===== src/rtl/bfs_distance_engine_macros.svh =====
// Assertion macros shared by the RTL of the breadth-first search engine.
// No dependencies; the clock and reset of the including module are named clock and reset.
`ifndef BFS_DISTANCE_ENGINE_MACROS_SVH
`define BFS_DISTANCE_ENGINE_MACROS_SVH
`ifndef SYNTH
`define BDE_ASSERT(lbl, prop) \
   lbl: assert property (@(posedge clock) disable iff (reset) prop) \
      else $error("assertion failed");
`define BDE_NEVER(lbl, expr) \
   lbl: assert property (@(posedge clock) disable iff (reset) !(expr)) \
      else $error("forbidden condition seen");
`else
`define BDE_ASSERT(lbl, prop)
`define BDE_NEVER(lbl, expr)
`endif
`endif


===== src/rtl/bde_pkg.sv =====
// Package of the breadth-first search engine: sizes, codes and shared types.
// No dependencies.
package bde_pkg;
   localparam int MAX_NODES  = 1024;
   localparam int MAX_EDGES  = 4096;
   localparam int FIELD_W    = 11;
   localparam int NODE_IDX_W = $clog2(MAX_NODES);
   localparam int CNT_W      = $clog2(MAX_NODES + 1);
   localparam int EDGE_IDX_W = $clog2(MAX_EDGES);
   localparam int ETOT_W     = $clog2(MAX_EDGES + 1);
   localparam int CSR_ADDR_W = 3;

   localparam logic [FIELD_W-1:0] NODE_COUNT_RST  = FIELD_W'(1024);
   localparam logic [FIELD_W-1:0] SOURCE_NODE_RST = FIELD_W'(1);
   localparam logic [FIELD_W-1:0] ACTIVE_MAX      = FIELD_W'(MAX_NODES);
   localparam logic [FIELD_W-1:0] DIST_UNREACHABLE = '1;
   localparam logic [ETOT_W-1:0]  EDGE_TOTAL_MAX  = ETOT_W'(MAX_EDGES);
   localparam logic [CNT_W-1:0]   QUEUE_MAX       = CNT_W'(MAX_NODES);

   localparam logic REG_NODE_COUNT  = 1'b0;
   localparam logic REG_SOURCE_NODE = 1'b1;

   typedef enum logic [1:0] {
      KIND_ADD_EDGE = 2'd0,
      KIND_RUN      = 2'd1,
      KIND_READ     = 2'd2,
      KIND_CLEAR    = 2'd3
   } kind_type;

   typedef struct packed {
      logic [FIELD_W-1:0] node_count;
      logic [FIELD_W-1:0] source_node;
   } cfg_type;
endpackage


===== src/rtl/bde_csr.sv =====
// Configuration registers of the breadth-first search engine behind an APB-style port.
// Depends on bde_pkg.
module bde_csr (
   input  logic                          clock,
   input  logic                          reset,
   input  logic                          psel,
   input  logic                          penable,
   input  logic                          pwrite,
   input  logic [bde_pkg::CSR_ADDR_W-1:0] paddr,
   input  logic [31:0]                   pwdata,
   output logic [31:0]                   prdata,
   output logic                          pready,
   output bde_pkg::cfg_type              cfg
);
   logic [bde_pkg::FIELD_W-1:0] node_count_ff, node_count_in;
   logic [bde_pkg::FIELD_W-1:0] source_node_ff, source_node_in;
   logic                        wr_en;

   // Bits one and zero are ignored; bit two picks the register.
   assign wr_en  = psel && penable && pwrite;
   assign pready = 1'b1;

   always_comb begin
      node_count_in  = node_count_ff;
      source_node_in = source_node_ff;
      if (wr_en) begin
         if (paddr[2] == bde_pkg::REG_NODE_COUNT) begin
            node_count_in = pwdata[bde_pkg::FIELD_W-1:0];
         end else begin
            source_node_in = pwdata[bde_pkg::FIELD_W-1:0];
         end
      end
   end

   always_ff @(posedge clock) begin
      if (reset) begin
         node_count_ff  <= bde_pkg::NODE_COUNT_RST;
         source_node_ff <= bde_pkg::SOURCE_NODE_RST;
      end else begin
         node_count_ff  <= node_count_in;
         source_node_ff <= source_node_in;
      end
   end

   assign prdata = (paddr[2] == bde_pkg::REG_NODE_COUNT)
                   ? {{(32-bde_pkg::FIELD_W){1'b0}}, node_count_ff}
                   : {{(32-bde_pkg::FIELD_W){1'b0}}, source_node_ff};
   assign cfg.node_count  = node_count_ff;
   assign cfg.source_node = source_node_ff;
endmodule


===== config.mk =====
export PLATFORM = sky130hd
export DESIGN_NAME = bde_csr
export DESIGN_NICKNAME = d
export VERILOG_FILES = /design/src/rtl/bfs_distance_engine_macros.svh /design/src/rtl/bde_pkg.sv /design/src/rtl/bde_csr.sv
export SDC_FILE = /design/constraint.sdc
export NUM_CORES = 1
export LEC_CHECK = 0
export BUFFER_PORTS_ARGS = -buffer_cell sky130_fd_sc_hd__buf_2
export CAP_MARGIN = 25
export CORE_ASPECT_RATIO = 0.75
export CORE_MARGIN = 2
export CORE_UTILIZATION = 36
export DETAILED_ROUTE_END_ITERATION = 10
export HOLD_SLACK_MARGIN = 0.1
export PLACE_DENSITY = 0.77
export SETUP_SLACK_MARGIN = 0.2
export SYNTH_ARGS = -nofsm -noshare
export SYNTH_HDL_FRONTEND = slang
export SYNTH_SLANG_ARGS = --single-unit

===== constraint.sdc =====
create_clock -name clock -period 0.8 [get_ports clock]
set_clock_uncertainty 0.1 [all_clocks]
set_input_delay 0.16 -clock clock [delete_from_list [all_inputs] [get_ports clock]]
set_output_delay 0.16 -clock clock [all_outputs]
set_load 0.05 [all_outputs]

## Yosys cells after proc, flatten, opt, wreduce, memory -nomap -nowiden

Index checks and enable logic that the tools add are counted.

| word-level totals | value |
|---|---|
| bits in latches | 0 |
| input port bits | 40 |
| bits in writable memories | 0 |
| output and inout bits | 55 |
| word-level logic and storage cells | 8 |
| memories kept | 0 |
| memory bits (read-only) | 0 |
| bits in registers | 22 |

| cells by class | value |
|---|---|
| shift operators | 0 |
| bitwise operators | 1 |
| eq/ne operators | 0 |
| magnitude comparators | 0 |
| reductions and logical operators | 4 |
| div/mod/pow operators | 0 |
| muxes and demuxes | 1 |
| $mul | 0 |
| add/sub/neg operators | 0 |

Operators by type and width:

| kind | count |
|---|---|
| 11-bit 2-to-1 mux | 1 |
| 2-bit AND reduction | 2 |
| 1-bit logical AND | 2 |
| 1-bit inverter | 1 |

## Depth between registers and ports, before layout

Gate-level depths: netlist of the first run.

| logic depth | value |
|---|---|
| depth in word-level cells | 3 |
| mapped depth | 3 |
| gate-level depth less buffers | 2 |

## Worst setup path after synthesis of the first run

Ideal clock, no wire load.

| path | value |
|---|---|
| path kind | reg2out |
| from | register source_node_ff[10] (netlist name) |
| to | output port prdata[10] |
| arrival time | 1.049 ns |
| buffers on the path | 0 |
| stages on the path, launching flop included | 2 |
| slack | -0.509 ns |
| required time | 0.540 ns |
| cell sequence | dfxtp_1 -> mux2_2 |

| between the ends | value |
|---|---|
| word-level cells in the longest chain between the ends | 1 |

RTL lines:

| what | RTL line | text |
|---|---|---|
| start: declaration | bde_csr.sv:16 | `logic [bde_pkg::FIELD_W-1:0] source_node_ff, source_node_in;` |
| start signal: assignment | bde_csr.sv:38 | `source_node_ff <= bde_pkg::SOURCE_NODE_RST;` |
| start signal: assignment | bde_csr.sv:41 | `source_node_ff <= source_node_in;` |
| 11-bit 2-to-1 mux | bde_csr.sv:46 | `? {{(32-bde_pkg::FIELD_W){1'b0}}, node_count_ff}` |
| end: declaration | bde_csr.sv:11 | `output logic [31:0] prdata,` |

Every way passes these cells.

## Worst setup path in the final report of the first run

| path | value |
|---|---|
| from | register node_count_ff[8] (netlist name) |
| to | output port prdata[8] |

| between the ends | value |
|---|---|
| word-level cells in the longest chain between the ends | 1 |

RTL lines:

| what | RTL line | text |
|---|---|---|
| start: declaration | bde_csr.sv:15 | `logic [bde_pkg::FIELD_W-1:0] node_count_ff, node_count_in;` |
| start signal: assignment | bde_csr.sv:37 | `node_count_ff <= bde_pkg::NODE_COUNT_RST;` |
| start signal: assignment | bde_csr.sv:40 | `node_count_ff <= node_count_in;` |
| 11-bit 2-to-1 mux | bde_csr.sv:46 |  |

Every way passes these cells.

==> flow_metrics.env, run 1 <==
export IMPL_clockBufferDepth=2
export IMPL_grt_overflow_total=0
export IMPL_nNetsFinal=256
export IMPL_drt_wl_total_um=3620
export IMPL_fin_crit_sh=1.64
export IMPL_slowest_delay_ns=0.35
export IMPL_tns_ns=-15.89
export IMPL_cp_arrival_ns=1.05
export IMPL_regArea_um2=523
export IMPL_seqPwrFrac=0.402
export IMPL_synthFlopType="dfxtp_1"
export IMPL_clkPwrFrac=0.255
export IMPL_antenna_found_initial=0
export IMPL_area_growth_pct=101
export IMPL_drv_cap=0
export IMPL_place_area_mm2=0.00180
export IMPL_cp_max_fo=2
export IMPL_maxSlewViolCount=0
export IMPL_critPathKind="reg2out"
export IMPL_cts_max_level=1
export IMPL_cts_made_buffers=3
export IMPL_antenna_cells=0
export IMPL_finalCriticalPeriod_ns=1.31
export IMPL_synth_cell_area_mm2=0.00124
export IMPL_vias=1138
export IMPL_multi_input_area_um2=771
export IMPL_rsz0062_at_grt="yes"
export IMPL_crit_path_end_kind="output port"
export IMPL_vdd_drop_max_mv=0.840
export IMPL_syn_avg_cell_area_um2=10.0
export IMPL_io_pins=95
export IMPL_synth_seq_area_share=0.354
export IMPL_place_congestion=0.680
export IMPL_root_buffer="clkbuf_8"
export IMPL_comb_power_share=0.343
export IMPL_yosys_area_top_type_share=0.354
export IMPL_drtIter0Drc=34
export IMPL_die_h_um=54.9
export IMPL_yosysTopAreaCell="dfxtp_1"
export IMPL_synth_edff_count=0
export IMPL_max_freq_mhz=762
export IMPL_layout_setup_ws_ns=-0.512
export IMPL_gr_usage_all_layers=0.176
export IMPL_die_width_um=71.9
export IMPL_die_area_mm2=0.00395
export IMPL_grt_max_degree=36
export IMPL_fillCellCount=230
export IMPL_cts_tree="built"
export IMPL_fin_cells=254
export IMPL_rows=18
export IMPL_drc=0
export IMPL_cts_clk_slew_worst_paths_ns=0.07
export IMPL_finalHoldViolCount=0
export IMPL_status="finished, violations left"
export IMPL_async_reset_ff_frac=0
export IMPL_core_mm2=0.00329
export IMPL_ys_ff_latch=22
export IMPL_clk_latency_ns=0.26
export IMPL_synth_most_common_cell="nand2b_1"
export IMPL_power_leakage_nw=1.19
export IMPL_switchingPower_mw=0.920
export IMPL_setup_viol=53
export IMPL_internal_power_mw=1.76
export IMPL_fin_area_mm2=0.00250
export IMPL_ant_nets=0
export IMPL_cp_start_kind="register"
export IMPL_path_buf_inv=1
export IMPL_hold_class="in2reg"
export IMPL_hpwlAfterDp_um=2060
export IMPL_syn_inst=124
export IMPL_worstPathRequired_ns=0.54
export IMPL_drive_above_1_share=0.654
export IMPL_cpMaxStageDelayCell="dfxtp_4"
export IMPL_grt_pass1_vias=1042
export IMPL_power_density_mw_per_mm2=1070
export IMPL_dp_cells=234
export IMPL_grt_pass1_wl_um=5020
export IMPL_tritoncts_num_sinks=22
export IMPL_crit_family="flip-flops"
export IMPL_viasPerCell=4.48
export IMPL_ys_top_cells_by_count="nand2b_1 (31), buf_4 (24), dfxtp_1 (22), mux2i_1 (22), mux2_2 (11)"
export IMPL_drt_pre_antenna_iters=3
export IMPL_violations="setup timing"
export IMPL_avgRoutedWirePerCell_um=14.3
export IMPL_crit_chain="mux2_4, buf_6"
export IMPL_p_sw_frac=0.343
export IMPL_yosysWarnings=0
export IMPL_port_buffers=49
export IMPL_initial_core_util=0.378
export IMPL_netlist_top_cells_area="dfxtp_1 (35%), mux2i_1 (18%), nand2b_1 (16%), buf_4 (14%), mux2_2 (10%)"
export IMPL_synth_cell_type_count=13
==> stage by stage <==
step | worst slack [ns] | hold WS (ns) | util | total power, mW
after floorplan | -0.210 | 0.205 | - | 1.72
after global placement | -0.433 | 0.330 | 0.547 | 1.81
after detailed placement | -0.452 | 0.343 | 0.547 | 1.82
after CTS | -0.497 | 0.0652 | 0.698 | 2.63
after global routing | -0.535 | 0.0690 | 0.760 | 2.81
final | -0.512 | 0.0668 | 0.760 | 2.68
==> routing by layer <==
metal	GRT usage	part of all wire
met4	0.0377	0.0099
met5	0	0
met3	0.0417	0.047
met1	0.184	0.39
met2	0.367	0.56
==> sequential cells by signal, summed over array words and instances, names as in the netlist <==
register	cells
source_node_ff	11
node_count_ff	11
==> worst paths after layout <==
kind / start / end / slack [ns] / depth (start not counted)
min: pwdata[5] / node_count_ff[5] / 0.07 / 3
max reg2reg: node_count_ff[9] / node_count_ff[9] / -0.22 / 5
min reg2reg: node_count_ff[5] / node_count_ff[5] / 0.41 / 2
max: node_count_ff[8] / prdata[8] / -0.51 / 2
==> tightest hold or removal path, delay by kind of cell <==
family	cells	cell delay [ns]
multiplexers	1	0.06
buffers and inverters	1	0.10
AND/OR/NAND/NOR	1	0.07
==> logic make-up (layout without fill, tap and decap cells) <==
family / count (synthesis) / count (layout) / synth area share
AND/OR/NAND/NOR: 39 / 39 / 0.200
multiplexers: 33 / 33 / 0.277
flip-flops: 22 / 22 / 0.354
other: 2 / 22 / 0.00604
buffers and inverters: 28 / 98 / 0.163
==> layout make-up <==
cell class,count,share of cell area
clock buffer,3,0.0165
tap,40,0.0200
timing repair buffer,95,0.445
sequential,22,0.209
multi-input combinational,94,0.309
==> power by group through the flow <==
stage	clock, mW	sequential [mW]	combinational (mW)
floorplan	0	1.19	0.531
global placement	0	1.10	0.711
detailed placement	0	1.10	0.715
CTS	0.701	1.08	0.852
global route	0.765	1.08	0.961
finish	0.684	1.08	0.919
==> repair_timing <==
item / 4_1_cts / 5_1_grt
endpoints found under the hold margin: 17 / 13
buffers inserted: 4 / 12
cloned: 1 / 0
endpoints found under the setup margin: 55 / 55
gates resized for setup: 118 / 27
==> cells in the final DEF, fill, tap and decap left out <==
master	synthesis	final
and4_4	0	1
and4b_2	0	1
buf_12	0	4
buf_16	0	1
buf_2	0	14
buf_4	24	4
buf_6	1	45
buf_8	0	26
clkbuf_4	0	1
clkbuf_8	0	3
conb_1	2	22
dfxtp_4	0	22
mux2_4	0	11
mux2i_1	22	21
mux2i_2	0	1
nand2b_1	31	27
nand2b_4	0	4
nand4_1	1	1
nand4b_4	0	1
nor2_1	4	3
nor2_4	0	1
No activity file was read; power rests on OpenSTA's default activity.
==> run 2: changes to the inputs <==
- CAP_MARGIN: 25 -> 40
- GPL_TIMING_DRIVEN: not set -> 1
- REMOVE_ABC_BUFFERS: not set -> 1
==> run 2 against run 1 <==
Compared with the run above:
- the flow still finishes with violations (setup timing)
- sequential power is 6% higher
- clock power up 16%
- maximum frequency grew 1.1%
- clock-buffer cell count rose by 1
- cell area rose by 1.4%
- critical path type unchanged
- critical endpoint is now prdata[4]
- largest power group unchanged
==> flow_metrics.env, run 2 (synthesized netlist as in run 1, its figures left out) <==
export IMPL_status="finished, violations left"
export IMPL_violations="setup timing"
export IMPL_cp_start_kind="register"
export IMPL_finalCriticalPeriod_ns=1.30
export IMPL_fillCellCount=192
export IMPL_hpwlAfterDp_um=1920
export IMPL_grt_pass1_vias=1150
export IMPL_cts_tree="built"
export IMPL_place_congestion=0.683
export IMPL_layout_commonest_cell="buf_6"
export IMPL_drt_wl_total_um=3750
export IMPL_fin_crit_sh=1.62
export IMPL_cp_max_fo=2
export IMPL_grt_pass1_wl_um=5220
export IMPL_antenna_found_initial=0
export IMPL_hold_start="pwdata[10]"
export IMPL_antenna_cells=0
export IMPL_crit_path_end_kind="output port"
export IMPL_route_met3_wl_um=291
export IMPL_io_pins=95
export IMPL_route_met2_wl_um=2000
export IMPL_cts_max_level=1
export IMPL_power_leakage_nw=1.23
export IMPL_clockBufferDepth=2
export IMPL_drv_cap=0
export IMPL_grt_overflow_total=0
export IMPL_vdd_drop_max_mv=0.975
export IMPL_regArea_um2=468
export IMPL_fin_cells=260
export IMPL_rsz0062_at_grt="yes"
export IMPL_port_buffers=49
export IMPL_cts_made_buffers=3
export IMPL_maxSlewViolCount=0
export IMPL_mostFrequentLayoutCells="buf_6 (37), buf_8 (33), nand2b_1 (26)"
export IMPL_viasPerCell=4.41
export IMPL_critPathCapture="prdata[4]"
export IMPL_vias=1147
export IMPL_die_h_um=54.9
export IMPL_setup_viol=54
export IMPL_cts_clk_slew_worst_paths_ns=0.08
export IMPL_initial_core_util=0.378
export IMPL_area_growth_pct=104
export IMPL_cp_arrival_ns=1.04
export IMPL_core_mm2=0.00329
export IMPL_worstPathRequired_ns=0.54
export IMPL_root_buffer="clkbuf_8"
export IMPL_r2r_end="source_node_ff[2]"
export IMPL_grt_max_degree=36
export IMPL_startpoint="node_count_ff[4]"
export IMPL_layout_setup_ws_ns=-0.498
export IMPL_clk_latency_ns=0.26
export IMPL_nNetsFinal=261
export IMPL_drt_pre_antenna_iters=4
export IMPL_max_freq_mhz=770
export IMPL_tritoncts_num_sinks=22
export IMPL_r2r_cells=6
export IMPL_r2r_setup_slack_ns=-0.29
export IMPL_pre_cts_ws_ns=-0.531
export IMPL_avgRoutedWirePerCell_um=14.4
export IMPL_rows=18
export IMPL_finalHoldViolCount=0
export IMPL_met1Wirelength_um=1390
export IMPL_gr_usage_all_layers=0.175
export IMPL_drc=0
export IMPL_r2r_start="source_node_ff[2]"
export IMPL_critPathKind="reg2out"
export IMPL_dp_cells=229
export IMPL_drive_above_1_share=0.668
export IMPL_ant_nets=0
export IMPL_drtIter0Drc=16
export IMPL_power_density_mw_per_mm2=1140
export IMPL_die_width_um=71.9
export IMPL_multi_input_area_um2=774
export IMPL_top_regs="node_count_ff (11), source_node_ff (11)"
export IMPL_hold_class="in2reg"
export IMPL_die_area_mm2=0.00395
export IMPL_highest_layer="met4"
[run 2: changes by cell type in the layout (fill, tap and decap cells not counted), moves of 2 or more]
cell | before | now
dfxtp_4 | 22 | 0
buf_4 | 4 | 9
buf_8 | 26 | 33
buf_6 | 45 | 37
dfxtp_2 | 0 | 22
nor2_2 | 0 | 2
[run 2: layer usage]
| metal | vias up | GRT usage |
|---|---|---|
| met5 | - | 0 |
| met4 | 0 | 0.0377 |
| met3 | 8 | 0.0634 |
| met2 | 59 | 0.336 |
| met1 | 522 | 0.189 |
| li1 | 558 | - |
[run 2: what timing repair did]
item	CTS	global route
gates resized for setup	158	31
pin swaps	0	2
hold endpoints to repair	20	11
gates cloned	0	0
setup buffers	9	18
setup endpoints to repair	55	55
[run 2: through the flow]
step	instance area [um2]	util	hold slack (ns)	setup TNS [ns]	power, mW
finish	2530	0.770	0.0744	-16.34	2.88
global route	2530	0.770	0.0677	-17.82	3.00
floorplan	1120	-	0.215	-11.62	1.64
detailed placement	1600	0.488	0.344	-17.99	1.82
CTS	2260	0.689	0.0676	-14.45	2.83
global placement	1600	0.488	0.335	-17.60	1.81
[run 2: worst max-delay path, cell delays in order (launching register included)]
cell	delay [ns]
dfxtp_2	0.34
mux2_4	0.29
buf_8	0.15
[run 2: area by class of cell]
| type | instances | area share |
|---|---|---|
| clock buffer | 4 | 0.0217 |
| multi-input combinational | 94 | 0.306 |
| tap | 40 | 0.0198 |
| timing repair buffer | 100 | 0.468 |
| sequential | 22 | 0.185 |
[run 2: power by group]
part	total, mW	switching, mW	internal, mW
Sequential	1.14	0.0186	1.12
Combinational	0.947	0.560	0.387
Clock	0.793	0.355	0.438
[run 2: how the worst min path moves through the flow]
stage / endpoint / slack, ns / cells after the start
after global placement: node_count_ff[10] / 0.33 / 3
after detailed placement: node_count_ff[10] / 0.34 / 3
final: node_count_ff[10] / 0.07 / 3
after CTS: node_count_ff[8] / 0.07 / 3
after floorplan: node_count_ff[0] / 0.21 / 2
after global routing: source_node_ff[10] / 0.07 / 3
